<file path="src/rtl/rtg_pkg.sv">
// Shared types, constants and the nice-step table of the ruler tick generator.
package rtg_pkg;

  localparam int unsigned IN_W       = 32;
  localparam int unsigned TICK_W     = 35;
  localparam int unsigned STEP_W     = 30;
  localparam int unsigned CFG_IDX_W  = 2;
  localparam int unsigned CFG_DATA_W = 32;
  localparam int unsigned MPD_W      = 12;
  localparam int unsigned SUB_W      = 8;

  localparam logic [CFG_IDX_W-1:0] CFG_MIN_PIXEL = 2'd0;
  localparam logic [CFG_IDX_W-1:0] CFG_PREF_STEP = 2'd1;
  localparam logic [CFG_IDX_W-1:0] CFG_SUBDIV    = 2'd2;

  localparam logic [MPD_W-1:0]      RST_MIN_PIXEL = 12'd8;
  localparam logic [CFG_DATA_W-1:0] RST_PREF_STEP = 32'd25600;
  localparam logic [SUB_W-1:0]      RST_SUBDIV    = 8'd10;

  localparam logic [STEP_W-1:0] STEP_CAP = 30'd1000000000;

  localparam int unsigned NUM_CAND = 28;
  localparam int unsigned CAND_W   = 5;
  localparam logic [CAND_W-1:0] LAST_CAND = CAND_W'(NUM_CAND - 1);

  typedef struct packed {
    logic signed [IN_W-1:0] real_per_pixel;
    logic signed [IN_W-1:0] visible_min;
    logic signed [IN_W-1:0] visible_max;
  } in_item_t;

  typedef struct packed {
    logic signed [TICK_W-1:0] tick_value;
    logic                     is_major;
    logic [STEP_W-1:0]        minor_step;
    logic [STEP_W-1:0]        major_step;
    logic                     is_empty;
    logic                     truncated;
    logic                     is_last;
  } out_item_t;

  typedef enum logic [3:0] {
    OP_NONE,
    OP_LOAD,
    OP_PIX,
    OP_CEIL,
    OP_SEARCH,
    OP_MAJOR,
    OP_DIV_MIN,
    OP_SAVE_MIN,
    OP_DIV_MAX,
    OP_SAVE_MAX,
    OP_FIRST,
    OP_DIV_FIRST,
    OP_SAVE_FIRST,
    OP_EMIT,
    OP_EMPTY
  } dp_op_t;

  typedef struct packed {
    logic search_done;
    logic range_empty;
    logic div_busy;
    logic emit_last;
  } dp_status_t;

  // Candidate steps 1, 2, 5, 10, 20, 50, ... up to 10^9, in increasing order.
  function automatic logic [STEP_W-1:0] nice_step(input logic [CAND_W-1:0] idx);
    logic [STEP_W-1:0] n;
    unique case (idx)
      5'd0:    n = 30'd1;
      5'd1:    n = 30'd2;
      5'd2:    n = 30'd5;
      5'd3:    n = 30'd10;
      5'd4:    n = 30'd20;
      5'd5:    n = 30'd50;
      5'd6:    n = 30'd100;
      5'd7:    n = 30'd200;
      5'd8:    n = 30'd500;
      5'd9:    n = 30'd1000;
      5'd10:   n = 30'd2000;
      5'd11:   n = 30'd5000;
      5'd12:   n = 30'd10000;
      5'd13:   n = 30'd20000;
      5'd14:   n = 30'd50000;
      5'd15:   n = 30'd100000;
      5'd16:   n = 30'd200000;
      5'd17:   n = 30'd500000;
      5'd18:   n = 30'd1000000;
      5'd19:   n = 30'd2000000;
      5'd20:   n = 30'd5000000;
      5'd21:   n = 30'd10000000;
      5'd22:   n = 30'd20000000;
      5'd23:   n = 30'd50000000;
      5'd24:   n = 30'd100000000;
      5'd25:   n = 30'd200000000;
      5'd26:   n = 30'd500000000;
      default: n = STEP_CAP;
    endcase
    return n;
  endfunction

endpackage

</file>
<file path="src/rtl/rtg_div.sv">
// Restoring divider, one quotient bit per cycle.
module rtg_div #(
  parameter int unsigned NUM_W = 34,
  parameter int unsigned DEN_W = 38
) (
  input  logic             clk,
  input  logic             rst_n,
  input  logic             start,
  input  logic [NUM_W-1:0] num,
  input  logic [DEN_W-1:0] den,
  output logic             busy,
  output logic [NUM_W-1:0] quo,
  output logic [DEN_W-1:0] rem
);

  localparam int unsigned CNT_W = $clog2(NUM_W + 1);

  logic             busy_r;
  logic [CNT_W-1:0] cnt_r;
  logic [NUM_W-1:0] quo_r;
  logic [DEN_W-1:0] rem_r;
  logic [DEN_W-1:0] den_r;
  logic [DEN_W:0]   shifted;
  logic [DEN_W:0]   diff;
  logic             take;

  assign shifted = {rem_r, quo_r[NUM_W-1]};
  assign diff    = shifted - {1'b0, den_r};
  assign take    = shifted >= {1'b0, den_r};

  always_ff @(posedge clk) begin
    if (!rst_n) begin
      busy_r <= 1'b0;
      cnt_r  <= '0;
    end else if (start) begin
      busy_r <= 1'b1;
      cnt_r  <= CNT_W'(NUM_W);
    end else if (busy_r) begin
      cnt_r  <= cnt_r - CNT_W'(1);
      busy_r <= cnt_r != CNT_W'(1);
    end
  end

  always_ff @(posedge clk) begin
    if (start) begin
      quo_r <= num;
      rem_r <= '0;
      den_r <= den;
    end else if (busy_r) begin
      quo_r <= {quo_r[NUM_W-2:0], take};
      rem_r <= take ? diff[DEN_W-1:0] : shifted[DEN_W-1:0];
    end
  end

  assign busy = busy_r;
  assign quo  = quo_r;
  assign rem  = rem_r;

endmodule

</file>
<file path="src/rtl/rtg_dpath.sv">
// Datapath: config registers, step search, range division and tick stepping.
module rtg_dpath #(
  parameter int unsigned MAX_TICKS = 64,
  parameter int unsigned FRAC_BITS = 8
) (
  input  logic                              clk,
  input  logic                              rst_n,
  input  logic                              cfg_we,
  input  logic [rtg_pkg::CFG_IDX_W-1:0]     cfg_index,
  input  logic [rtg_pkg::CFG_DATA_W-1:0]    cfg_data,
  input  rtg_pkg::in_item_t                 in_data,
  input  rtg_pkg::dp_op_t                   op,
  output rtg_pkg::dp_status_t               status,
  output rtg_pkg::out_item_t                out_data
);
  import rtg_pkg::*;

  localparam int unsigned DEN_W  = STEP_W + FRAC_BITS;
  localparam int unsigned NUM_W  = 34;
  localparam int unsigned CNT_W  = $clog2(MAX_TICKS + 1);
  localparam int unsigned PIX_W  = IN_W + MPD_W;
  localparam int unsigned PROD_W = STEP_W + SUB_W;
  localparam logic [CFG_DATA_W:0] FRAC_MASK = (CFG_DATA_W+1)'((64'd1 << FRAC_BITS) - 64'd1);
  localparam logic signed [NUM_W:0] MAX_S = (NUM_W+1)'(MAX_TICKS);

  // configuration
  logic [MPD_W-1:0]      mpd_r;
  logic [CFG_DATA_W-1:0] pref_r;
  logic [SUB_W-1:0]      sub_r;

  // request and intermediate values
  logic signed [IN_W-1:0]   rpp_r, vmin_r, vmax_r;
  logic [PIX_W-1:0]         pix_r;
  logic [PIX_W-16:0]        pixc_r;
  logic [CFG_DATA_W:0]      prefc_r;
  logic [CAND_W-1:0]        idx_r;
  logic [STEP_W-1:0]        minor_r, major_r;
  logic signed [NUM_W-1:0]  fq_r, lq_r;
  logic signed [TICK_W-1:0] first_r, v_r;
  logic [STEP_W-1:0]        rm_r;
  logic [CNT_W-1:0]         left_r;
  logic                     trunc_r;
  out_item_t                out_r;

  logic [MPD_W-1:0]         mpd_eff;
  logic [SUB_W-1:0]         sub_eff;
  logic [IN_W-1:0]          mag;
  logic [PIX_W:0]           pix_sum;
  logic [CFG_DATA_W:0]      pref_sum;
  logic [STEP_W-1:0]        cand;
  logic [PROD_W-1:0]        cand_prod;
  logic                     fits;
  logic [CFG_DATA_W-1:0]    pref_int;
  logic [STEP_W-1:0]        major_cap;
  logic signed [NUM_W-1:0]  vmin_x, vmax_x;
  logic [NUM_W-1:0]         vmin_abs, vmax_abs;
  logic [TICK_W-1:0]        first_abs;
  logic                     div_start, div_busy;
  logic [NUM_W-1:0]         div_num, div_quo;
  logic [DEN_W-1:0]         div_den, div_rem;
  logic                     rem_nz;
  logic [NUM_W-1:0]         q_up;
  logic signed [64:0]       first_full;
  logic signed [NUM_W:0]    cnt_full;
  logic [STEP_W:0]          rm_sum;
  logic [STEP_W-1:0]        rm_first;

  assign mpd_eff   = (mpd_r == '0) ? MPD_W'(1) : mpd_r;
  assign sub_eff   = (sub_r == '0) ? SUB_W'(1) : sub_r;
  assign mag       = rpp_r[IN_W-1] ? (~rpp_r + IN_W'(1)) : rpp_r;
  assign pix_sum   = {1'b0, pix_r} + (PIX_W+1)'(16'hFFFF);
  assign pref_sum  = {1'b0, pref_r} + FRAC_MASK;

  // candidate passes when it clears both the pixel spacing and the subdivided major step
  assign cand      = nice_step(idx_r);
  assign cand_prod = PROD_W'(cand) * PROD_W'(sub_eff);
  assign fits      = ({1'b0, cand} >= (STEP_W+1)'(pixc_r)) &&
                     (cand_prod >= PROD_W'(prefc_r));

  assign pref_int  = pref_r >> FRAC_BITS;
  assign major_cap = (pref_int > CFG_DATA_W'(STEP_CAP)) ? STEP_CAP : pref_int[STEP_W-1:0];

  assign vmin_x    = NUM_W'(vmin_r);
  assign vmax_x    = NUM_W'(vmax_r);
  assign vmin_abs  = vmin_x[NUM_W-1] ? NUM_W'(-vmin_x) : NUM_W'(vmin_x);
  assign vmax_abs  = vmax_x[NUM_W-1] ? NUM_W'(-vmax_x) : NUM_W'(vmax_x);
  assign first_abs = first_r[TICK_W-1] ? TICK_W'(-first_r) : TICK_W'(first_r);

  assign div_start = (op == OP_DIV_MIN) || (op == OP_DIV_MAX) || (op == OP_DIV_FIRST);

  always_comb begin
    unique case (op)
      OP_DIV_MAX: begin
        div_num = vmax_abs;
        div_den = DEN_W'(minor_r) << FRAC_BITS;
      end
      OP_DIV_FIRST: begin
        div_num = first_abs[NUM_W-1:0];
        div_den = DEN_W'(major_r);
      end
      default: begin
        div_num = vmin_abs;
        div_den = DEN_W'(minor_r) << FRAC_BITS;
      end
    endcase
  end

  rtg_div #(
    .NUM_W (NUM_W),
    .DEN_W (DEN_W)
  ) u_div (
    .clk   (clk),
    .rst_n (rst_n),
    .start (div_start),
    .num   (div_num),
    .den   (div_den),
    .busy  (div_busy),
    .quo   (div_quo),
    .rem   (div_rem)
  );

  assign rem_nz     = div_rem != '0;
  assign q_up       = div_quo + NUM_W'(rem_nz);
  assign first_full = fq_r * $signed({1'b0, minor_r});
  assign cnt_full   = (NUM_W+1)'(lq_r) - (NUM_W+1)'(fq_r) + (NUM_W+1)'(1);
  assign rm_sum     = {1'b0, rm_r} + {1'b0, minor_r};
  assign rm_first   = (first_r[TICK_W-1] && rem_nz) ? (major_r - div_rem[STEP_W-1:0])
                                                     : div_rem[STEP_W-1:0];

  always_ff @(posedge clk) begin
    if (!rst_n) begin
      mpd_r  <= RST_MIN_PIXEL;
      pref_r <= RST_PREF_STEP;
      sub_r  <= RST_SUBDIV;
    end else if (cfg_we) begin
      unique case (cfg_index)
        CFG_MIN_PIXEL: mpd_r  <= cfg_data[MPD_W-1:0];
        CFG_PREF_STEP: pref_r <= cfg_data;
        CFG_SUBDIV:    sub_r  <= cfg_data[SUB_W-1:0];
        default: ;
      endcase
    end
  end

  always_ff @(posedge clk) begin
    unique case (op)
      OP_LOAD: begin
        rpp_r  <= in_data.real_per_pixel;
        vmin_r <= in_data.visible_min;
        vmax_r <= in_data.visible_max;
      end
      OP_PIX:    pix_r <= PIX_W'(mag) * PIX_W'(mpd_eff);
      OP_CEIL: begin
        pixc_r  <= pix_sum[PIX_W:16];
        prefc_r <= pref_sum >> FRAC_BITS;
        idx_r   <= '0;
      end
      OP_SEARCH: begin
        minor_r <= cand;
        idx_r   <= idx_r + CAND_W'(1);
      end
      OP_MAJOR:  major_r <= (major_cap < minor_r) ? minor_r : major_cap;
      OP_SAVE_MIN: fq_r <= vmin_r[IN_W-1] ? NUM_W'(-$signed(q_up)) : $signed(div_quo);
      OP_SAVE_MAX: lq_r <= (vmax_r > 0) ? $signed(q_up) : NUM_W'(-$signed(div_quo));
      OP_FIRST: begin
        first_r <= first_full[TICK_W-1:0];
        trunc_r <= cnt_full > MAX_S;
        left_r  <= (cnt_full > MAX_S) ? CNT_W'(MAX_TICKS) : cnt_full[CNT_W-1:0];
      end
      OP_SAVE_FIRST: begin
        rm_r <= rm_first;
        v_r  <= first_r;
      end
      OP_EMIT: begin
        out_r.tick_value <= v_r;
        out_r.is_major   <= rm_r == '0;
        out_r.minor_step <= minor_r;
        out_r.major_step <= major_r;
        out_r.is_empty   <= 1'b0;
        out_r.truncated  <= trunc_r && (left_r == CNT_W'(1));
        out_r.is_last    <= left_r == CNT_W'(1);
        v_r    <= v_r + TICK_W'(minor_r);
        rm_r   <= (rm_sum >= {1'b0, major_r}) ? STEP_W'(rm_sum - {1'b0, major_r})
                                              : rm_sum[STEP_W-1:0];
        left_r <= left_r - CNT_W'(1);
      end
      OP_EMPTY: begin
        out_r.tick_value <= '0;
        out_r.is_major   <= 1'b0;
        out_r.minor_step <= minor_r;
        out_r.major_step <= major_r;
        out_r.is_empty   <= 1'b1;
        out_r.truncated  <= 1'b0;
        out_r.is_last    <= 1'b1;
      end
      default: ;
    endcase
  end

  assign status.search_done = fits || (idx_r == LAST_CAND);
  assign status.range_empty = vmin_r >= vmax_r;
  assign status.div_busy    = div_busy;
  assign status.emit_last   = left_r == CNT_W'(1);
  assign out_data           = out_r;

  a_div_idle_on_start: assert property (@(posedge clk) disable iff (!rst_n)
    div_start |-> !div_busy) else $error("divider restarted while busy");

  a_emit_has_ticks: assert property (@(posedge clk) disable iff (!rst_n)
    (op == OP_EMIT) |-> (left_r != '0)) else $error("tick emitted with none left");

  a_residue_range: assert property (@(posedge clk) disable iff (!rst_n)
    (op == OP_EMIT) |-> (rm_r < major_r)) else $error("major residue out of range");

  a_step_order: assert property (@(posedge clk) disable iff (!rst_n)
    ((op == OP_EMIT) || (op == OP_EMPTY)) |-> ((minor_r != '0) && (minor_r <= major_r)))
    else $error("minor step zero or above major step");

endmodule

</file>
<file path="src/rtl/rtg_ctrl.sv">
// Controller: sequences one view request through the datapath and drives the handshakes.
module rtg_ctrl (
  input  logic                clk,
  input  logic                rst_n,
  input  logic                in_valid,
  output logic                in_ready,
  output logic                out_valid,
  input  logic                out_ready,
  input  rtg_pkg::dp_status_t status,
  output rtg_pkg::dp_op_t     op
);
  import rtg_pkg::*;

  typedef enum logic [3:0] {
    S_IDLE,
    S_PIX,
    S_CEIL,
    S_SEARCH,
    S_MAJOR,
    S_DMIN,
    S_WMIN,
    S_DMAX,
    S_WMAX,
    S_FIRST,
    S_DFIRST,
    S_WFIRST,
    S_EMIT,
    S_EMPTY
  } state_t;

  state_t state_r, state_nxt;
  logic   out_valid_r, out_valid_nxt;
  logic   slot_free;

  assign slot_free = !out_valid_r || out_ready;

  always_comb begin
    state_nxt     = state_r;
    out_valid_nxt = out_valid_r && !out_ready;
    op            = OP_NONE;
    unique case (state_r)
      S_IDLE: begin
        if (in_valid) begin
          op        = OP_LOAD;
          state_nxt = S_PIX;
        end
      end
      S_PIX: begin
        op        = OP_PIX;
        state_nxt = S_CEIL;
      end
      S_CEIL: begin
        op        = OP_CEIL;
        state_nxt = S_SEARCH;
      end
      S_SEARCH: begin
        op = OP_SEARCH;
        if (status.search_done) state_nxt = S_MAJOR;
      end
      S_MAJOR: begin
        op        = OP_MAJOR;
        state_nxt = status.range_empty ? S_EMPTY : S_DMIN;
      end
      S_DMIN: begin
        op        = OP_DIV_MIN;
        state_nxt = S_WMIN;
      end
      S_WMIN: begin
        if (!status.div_busy) begin
          op        = OP_SAVE_MIN;
          state_nxt = S_DMAX;
        end
      end
      S_DMAX: begin
        op        = OP_DIV_MAX;
        state_nxt = S_WMAX;
      end
      S_WMAX: begin
        if (!status.div_busy) begin
          op        = OP_SAVE_MAX;
          state_nxt = S_FIRST;
        end
      end
      S_FIRST: begin
        op        = OP_FIRST;
        state_nxt = S_DFIRST;
      end
      S_DFIRST: begin
        op        = OP_DIV_FIRST;
        state_nxt = S_WFIRST;
      end
      S_WFIRST: begin
        if (!status.div_busy) begin
          op        = OP_SAVE_FIRST;
          state_nxt = S_EMIT;
        end
      end
      S_EMIT: begin
        if (slot_free) begin
          op            = OP_EMIT;
          out_valid_nxt = 1'b1;
          if (status.emit_last) state_nxt = S_IDLE;
        end
      end
      S_EMPTY: begin
        if (slot_free) begin
          op            = OP_EMPTY;
          out_valid_nxt = 1'b1;
          state_nxt     = S_IDLE;
        end
      end
      default: state_nxt = S_IDLE;
    endcase
  end

  always_ff @(posedge clk) begin
    if (!rst_n) begin
      state_r     <= S_IDLE;
      out_valid_r <= 1'b0;
    end else begin
      state_r     <= state_nxt;
      out_valid_r <= out_valid_nxt;
    end
  end

  assign in_ready  = state_r == S_IDLE;
  assign out_valid = out_valid_r;

endmodule

</file>
<file path="src/rtl/ruler_tick_generator_core.sv">
// Top level of the ruler tick generator: controller, datapath and port wiring.
//
//  channel | direction | handshake              | beat carries
//  --------+-----------+------------------------+----------------------------------------
//  in_     | input     | in_valid / in_ready    | in_item_t: scale and visible range
//  out_    | output    | out_valid / out_ready  | out_item_t: one tick (or empty marker)
//  cfg_    | input     | cfg_we, no wait        | cfg_index selects register, cfg_data
//
// Before its first tick beat is valid, a request goes through load, scale and round,
// S = 1..28 search steps (one candidate per cycle), the major step, two divisions on
// the shared bit-serial divider, forming the first tick, a third division for its
// major residue, then loading the output register. Ticks then leave at one beat per
// cycle while out_ready is high, up to MAX_TICKS; an empty range skips the divisions
// and goes from the major step straight to its marker beat. Synchronous active-low reset
// returns the controller to idle and loads the register reset values; no clearing pass.
// A stalled out_ready holds the current beat in the output register and pauses
// tick stepping; in_ready is high only while the controller is idle, which it
// reaches as soon as the last beat sits in the output register.
module ruler_tick_generator_core #(
  parameter int unsigned MAX_TICKS = 64,
  parameter int unsigned FRAC_BITS = 8
) (
  input  logic                           clk,
  input  logic                           rst_n,
  // request channel
  input  logic                           in_valid,
  output logic                           in_ready,
  input  rtg_pkg::in_item_t              in_data,
  // tick channel
  output logic                           out_valid,
  input  logic                           out_ready,
  output rtg_pkg::out_item_t             out_data,
  // register writes
  input  logic                           cfg_we,
  input  logic [rtg_pkg::CFG_IDX_W-1:0]  cfg_index,
  input  logic [rtg_pkg::CFG_DATA_W-1:0] cfg_data
);
  import rtg_pkg::*;

  // command from controller to datapath, status back
  dp_op_t     op;
  dp_status_t status;

  // sequence the request: load, search, divide, then step ticks out
  rtg_ctrl u_ctrl (
    .clk       (clk),
    .rst_n     (rst_n),
    .in_valid  (in_valid),
    .in_ready  (in_ready),
    .out_valid (out_valid),
    .out_ready (out_ready),
    .status    (status),
    .op        (op)
  );

  // hold config, compute steps and range bounds, drive the output register
  rtg_dpath #(
    .MAX_TICKS (MAX_TICKS),
    .FRAC_BITS (FRAC_BITS)
  ) u_dpath (
    .clk       (clk),
    .rst_n     (rst_n),
    .cfg_we    (cfg_we),
    .cfg_index (cfg_index),
    .cfg_data  (cfg_data),
    .in_data   (in_data),
    .op        (op),
    .status    (status),
    .out_data  (out_data)
  );

endmodule

</file>
<file path="config.mk">
export PLATFORM = sky130hd
export DESIGN_NAME = ruler_tick_generator_core
export DESIGN_NICKNAME = d
export VERILOG_FILES = /design/src/rtl/rtg_pkg.sv /design/src/rtl/rtg_div.sv /design/src/rtl/rtg_dpath.sv /design/src/rtl/rtg_ctrl.sv /design/src/rtl/ruler_tick_generator_core.sv
export SDC_FILE = /design/constraint.sdc
export NUM_CORES = 2
export LEC_CHECK = 0
export BUFFER_PORTS_ARGS = -buffer_cell sky130_fd_sc_hd__buf_2
export CAP_MARGIN = 20
export CELL_PAD_IN_SITES_DETAIL_PLACEMENT = 1
export CELL_PAD_IN_SITES_GLOBAL_PLACEMENT = 2
export CORE_ASPECT_RATIO = 1.75
export CORE_MARGIN = 8
export CORE_UTILIZATION = 42
export DETAILED_ROUTE_END_ITERATION = 12
export PLACE_DENSITY_LB_ADDON = 0.12
export RECOVER_POWER = 100
export SKIP_CTS_REPAIR_TIMING = 1
export SYNTH_ARGS = -nofsm -noshare
export SYNTH_HDL_FRONTEND = slang
export SYNTH_SLANG_ARGS = --single-unit
</file>
<file path="constraint.sdc">
create_clock -name clk -period 12.7 [get_ports clk]
set_input_delay 1.27 -clock clk [delete_from_list [all_inputs] [get_ports clk]]
set_output_delay 1.27 -clock clk [all_outputs]
set_load 0.02 [all_outputs]
</file>
* Word-level counts from Yosys, hierarchy flattened
Memories as Yosys holds them, arrays and structs flattened. A register that Yosys moved wholly into a read port is not among the register bits.
Cells that the tools add are included.
** Operators by class
- Add/sub/neg operators :: 19
- $mul :: 3
- Magnitude comparators :: 9
- Eq/ne operators :: 40
- Multiplexer cells :: 47
- Bitwise logic cells :: 2
- Reductions and logical operators :: 27
** Operators with widths (count)
- 34-bit 2-to-1 mux :: 7
- 99-bit case mux with 2 select lines :: 1
- 30-bit 2-to-1 mux :: 5
- 4-bit case mux with 14 select lines :: 2
- 34-bit negator :: 3
- 35-bit case mux with 2 select lines :: 1
- 32-bit negator with 34-bit output :: 2
- 34-bit case mux with 2 select lines :: 1
- 30-bit case mux with 2 select lines :: 1
- 30-bit subtractor :: 2
- 4-bit == test, second input constant :: 13
- 4-bit 2-to-1 mux :: 13
- 44-bit by 16-bit adder with 45-bit output, second input constant :: 1
- 32-bit by 12-bit multiplier with 44-bit output :: 1
- 39-bit by 38-bit greater-or-equal comparator with 1-bit output :: 1
- 38-bit by 25-bit greater-or-equal comparator with 1-bit output :: 1
- 30-bit by 8-bit multiplier with 38-bit output :: 1
- 38-bit 2-to-1 mux :: 1
- 38-bit nonzero test :: 1
- 38-bit subtractor :: 1
- 35-bit by 2-bit adder with 35-bit output, second input constant :: 1
- 35-bit by 30-bit adder with 35-bit output :: 1
- 35-bit by 8-bit > comparator with 1-bit output, second input constant :: 1
- 34-bit by 31-bit multiplier with 35-bit output :: 1
- other kinds (48) :: 84
** Storage, ports and cells
- Flip-flop bits (word level) :: 708
- Bits in read-only memories :: 960
- Bits of input ports :: 135
- Output and inout port bits :: 101
- Logic and storage cells :: 184
- Memories kept :: 1
** Memory list
- (no name shown) :: depth 32, bits a word 30, read ports 1, clocked after Yosys merged registers in 1, wr ports 0, RTL line rtg_pkg.sv:70 : unique case (idx)

* Logic depth before layout (Yosys ltp)
- Depth in word-level cells :: 8
- Depth in mapped cells :: 30
- Gate-level depth less buffers :: 29

* Modules after synthesis
Synthesis repeated with hierarchy kept, for this count alone.
** Second synthesis, totals
- Cells, all modules :: 8987
- Area, all modules :: 83048.4 um^2
** By module, submodules not included
- rtg_dpath :: times used 1, cells an instance 8235, area each 75648.8 um^2, sequential area each 17677.0 um^2
- rtg_div :: times used 1, cells an instance 680, area each 6910.4 um^2, sequential area each 3062.9 um^2
- rtg_ctrl :: times used 1, cells an instance 72, area each 489.2 um^2, sequential area each 100.1 um^2

* Worst setup path after synthesis
OpenSTA, ideal clock, no wires.
- Kind :: input-to-reg
- Start point :: in out_ready
- End point :: reg u_dpath.rm_r[0], enable pin
- Setup time :: 0.585 ns
- Arrival time :: 10.855 ns
- Required time :: 12.115 ns
- Setup slack :: 1.261 ns
- Stages :: 6
- Path buffers :: 2
- Cell sequence :: nor2b_1 nor3_1 nand2b_1 clkbuf_1 clkbuf_1 o31ai_1
** On the way
- Longest elaborated chain between the ends :: 5
- Elaborated cells on any way between the ends :: 7
- Classes of those cells :: 2 x eq/ne; 3 x mux; 2 x reduce/logical
** RTL lines
- from (decl) :: RTL line ruler_tick_generator_core.sv:31 : input logic out_ready,
- 1-bit logical OR (*) :: RTL line rtg_ctrl.sv:35 : assign slot_free = !out_valid_r || out_ready;
- 4-bit 2-to-1 mux, on equally long branches :: RTL line rtg_ctrl.sv:99, rtg_ctrl.sv:106
- 4-bit case mux with 14 select lines (*) :: RTL line rtg_ctrl.sv:41 : unique case (state_r)
- 4-bit == test :: RTL line rtg_dpath.sv:146 : unique case (op)
- 2-bit nonzero test (no source line) (*)
- to (signal assigned) :: RTL line rtg_dpath.sv:171 : rm_r <= rm_first;
- to (signal assigned) :: RTL line rtg_dpath.sv:183 : rm_r <= (rm_sum >= {1'b0, major_r}) ? STEP_W'(rm_sum - {1'b0, major_r})
- to (decl) :: RTL line rtg_dpath.sv:40 : logic [STEP_W-1:0] rm_r;
Every way passes the cells marked *; elsewhere a longest branch is shown, timed or not.
A chain may end at the register's enable or synchronous reset.

* Worst setup path in the final report
- Start point :: reg u_dpath.minor_r[3]
- End point :: reg u_dpath.first_r[34] (data pin)
** On the way
- Longest elaborated chain between the ends :: 1
** RTL lines
- from (decl) :: RTL line rtg_dpath.sv:37 : logic [STEP_W-1:0] minor_r, major_r;
- from (signal assigned) :: RTL line rtg_dpath.sv:159 : minor_r <= cand;
- 34-bit by 31-bit multiplier with 35-bit output :: RTL line rtg_dpath.sv:124 : assign first_full = fq_r * $signed({1'b0, minor_r});
- named net u_dpath.first_full[34] :: RTL line rtg_dpath.sv:63 : logic signed [64:0] first_full;
- to (signal assigned) :: RTL line rtg_dpath.sv:166 : first_r <= first_full[TICK_W-1:0];
- to (decl) :: RTL line rtg_dpath.sv:39 : logic signed [TICK_W-1:0] first_r, v_r;
The timed path passes the listed nets, and every way through them passes these cells.

==> flow_summary_export.csv <==
group,metric,value,unit
status,outcome,"finished, violations left",
status,violations,"capacitance limit, slew limit",
drt,drtIter0Drc,3388,
synthesis,synth-simple-area-share,0.160,
synthesis,synth.area.mux_share,0.0106,
sta,min_period,10.99,ns
synthesis,ys_seq_elements,738,
worst_setup_path,cp-start-kind,"flip-flop",
sta,fin_crit_sh,0.865,
die,fp.dieW,351,microns
drt,first_pass_iters,7,
synthesis,postSynth.asyncResetShare,0,
synthesis,syn_nets,10647,
drt,wire_per_inst,27.7,microns
synthesis,synth_fa_ha_area_frac,0.328,
global_route,grt_pass1_wl,477000,microns
worst_setup_path,critical_path_class,"reg -> reg",
sta,worst_clock_skew,0.0417,ns
placed_design,port_buffers,235,
worst_setup_path,timing.rr.start,"u_dpath.minor_r[3]",
placed_design,gp_congestion,0.931,
final_layout,area_delta_synth_final,8.29,%
final_layout,fillers,22735,
global_route,antenna_found_initial,18,
synthesis,synth-compound-area-share,0.114,
final_layout,nets,10750,
drt,route.met2.wl,169000,microns
power_and_ir_drop,power_density,197,nW/um^2
final_layout,final_common_cell,"inv_1",
sta,max_freq,91.0,MHz
worst_setup_path,worstSetupEndpointType,"flip-flop",
power_and_ir_drop,ir_worst_vdd,0.000453,V
final_layout,final_cell_mix,"inv_1 (1,279), nand2_1 (1,098), fa_1 (966)",
drt,viasPerCell,5.67,
drt,postRouteAntennaNets,0,
min_path,hp-start,"u_dpath.pref_r[1]",
worst_setup_path,cp.required,13.16,ns
die,fp-row-count,215,
worst_setup_path,worst-path-max-fanout,26,
global_route,track_usage,0.304,
worst_setup_path,worstSetupStartpoint,"u_dpath.minor_r[3]",
synthesis,synth_xor_area_frac,0.0588,
drt,highest_layer,"met5",
final_layout,drive_above_1_share,0.0492,
global_route,grt_pass1_vias,73757,
worst_setup_path,max_stage_delay,1.63,ns
drt,wl_met1,117000,microns
flow_run,maxCapViolations,44,
synthesis,synth_cells,8928,
synthesis,netlist_area,82600,sq um
synthesis,postSynthAreaPerCell,9.25,sq um
clock_tree,cts_tree,"yes",
sta,slew_headroom,-1.92,
synthesis,yosysUniqueCellTypes,83,
clock_tree,cts_made_buffers,83,
die,initial_core_util,0.422,
die,die_h,603,microns
synthesis,synth_top_family_by_area,"adder cells",
clock_tree,cts-root-buf,"clkbuf_16",
clock_tree,cts_sinks,738,
worst_setup_path,cpMaxStageDelayCell,"clkbuf_1",
drt,dr_total_vias,66425,
worst_setup_path,critPathBufInv,6,
clock_tree,clock_latency,0.72,ns
die,core,196000,sq um
clock_tree,htreeDepth,3,
worst_setup_path,crit_family,"adder cells",
synthesis,yosysWarnings,0,
sta,finalSetupViolCount,0,
sta,final_hold_viol_count,0,
global_route,grt-ovfl-total,0,
drt,drc,0,
power_and_ir_drop,p_leak,39.1,nW
drt,routed_wl,324000,microns
sta,slew_viol_final,1417,
synthesis,synth-edff-count,606,
clock_tree,clk_path_buf_depth,3,
sta,rsz0062_at_grt,"no",
die,io_pins,236,
global_route,grt_max_degree,86,
worst_setup_path,cp.arrival,11.45,ns
clock_tree,clkTransAtPathRegs,0.06,ns
placed_design,dp_hpwl,261000,microns
power_and_ir_drop,p_total,17.7,mW
synthesis,synthFlopType,"edfxtp_1",
die,die_area,212000,sq um
drt,met3_length,15000,microns
sta,worstMarginPinSlew,4.38,ns
worst_setup_path,crit_path_cell_trace,"clkbuf_1 -> inv_1 -> nor2_1 -> fa_1 -> fa_1 -> inv_1 -> fa_1 -> fa_1 -> inv_1 -> fa_1 -> inv_1 -> fa_1 -> fa_1 -> inv_1 -> ha_1 -> nand2_1 -> o31ai_1 -> o41ai_1 -> o21ai_0 -> o21ai_0 -> o21ai_0 -> a21oi_1 -> xnor2_1",
min_path,hp-class,"reg -> reg",
worst_setup_path,crit_path_frequent_cell,"fa_1",
sta,tns,0,ns
synthesis,yosysSeqAreaShare,0.252,
[logic make-up (layout without fill, tap and decap cells)]
group,Yosys count,count (layout)
mux,84,84
other cells,0,4
flops,738,738
simple gates,2794,2794
buf+inv,1687,1857
fa+ha+maj,1584,1584
xor+xnor,555,555
compound gates,1486,1486
[worst paths after layout]
check,end,slack [ns],depth (start not counted)
setup / recovery,u_dpath.first_r[34],1.71,23
hold / removal,u_dpath.pref_r[1],0.47,2
setup reg to reg,u_dpath.first_r[34],1.71,23
hold reg to reg,u_dpath.pref_r[1],0.47,2
[through the flow]
step	instance area, sq um	hold WS (ns)	instances	utilization	setup slack [ns]
after floorplan	82600	0.406	8928	-	1.26
after global placement	87000	0.460	11540	0.444	3.40
after detailed placement	87100	0.468	11545	0.445	3.27
after CTS	89900	0.477	11697	0.459	3.21
after global routing	89500	0.507	11703	0.457	1.66
final	89500	0.471	11706	0.457	1.71
[layer usage]
layer	track usage	vias up
met5	0	-
met4	0.181	6
met3	0.0398	771
met2	0.558	1774
met1	0.329	34248
li1	-	29626
[report_power, final]
part           internal [mW]  switching (mW)
clock                   1.42            1.16
sequential              3.28           0.398
combinational           4.53            6.87
[worst min-delay path, cell delays in order, from the launching register on]
cell and delay, ns:
dfxtp_1 0.31, nand2_1 0.05, a21boi_0 0.06
[Yosys cell counts (41+ instances only)]
cell type	n	area share
clkbuf_1	363	0.016
o31ai_1	49	0.0045
ha_1	618	0.094
and2_1	423	0.032
o22ai_1	41	0.0031
a21o_1	136	0.012
fa_1	966	0.23
or3_1	52	0.0039
nor4_1	63	0.0048
mux2i_1	58	0.0070
dfxtp_1	132	0.032
a21oi_1	416	0.025
nand2b_1	64	0.0048
a21boi_0	60	0.0055
xor2_1	162	0.017
a211oi_1	78	0.0071
and3_1	46	0.0035
nor2_1	575	0.026
edfxtp_1	606	0.22
nor3_1	95	0.0058
o21ai_0	357	0.022
nand4_1	81	0.0061
nand2_1	1099	0.050
o21a_1	48	0.0044
xnor2_1	393	0.042
o21bai_1	43	0.0039
inv_1	1280	0.058
nand3_1	116	0.0070
nor2b_1	62	0.0047
[final cells by class]
type	count	area, sq um	share of cell area
flip-flops and latches	738	20800	0.233
well taps	2604	3260	0.0364
repair buffers	404	2090	0.0233
multi-input cells	6503	55600	0.621
inverters	1301	4880	0.0546
clock buffers	104	2260	0.0252
diodes	4	10.0	0.000112
clock inverters	48	536	0.00599
[state kept, by name, summed over array words and instances, names as in the netlist, 29 cells and up]
register             count
u_dpath.vmin_r          32
u_dpath.first_r         35
u_dpath.v_r             35
u_dpath.rm_r            30
u_dpath.u_div.quo       34
u_dpath.u_div.den_r     38
u_dpath.pixc_r          29
u_dpath.major_r         30
u_dpath.cand            30
u_dpath.minor_r         30
u_dpath.fq_r            34
u_dpath.out_data        99
u_dpath.lq_r            34
u_dpath.vmax_r          32
u_dpath.u_div.rem       38
u_dpath.pix_r           44
u_dpath.pref_r          32
u_dpath.rpp_r           32
(Power assumes the default switching activity.)
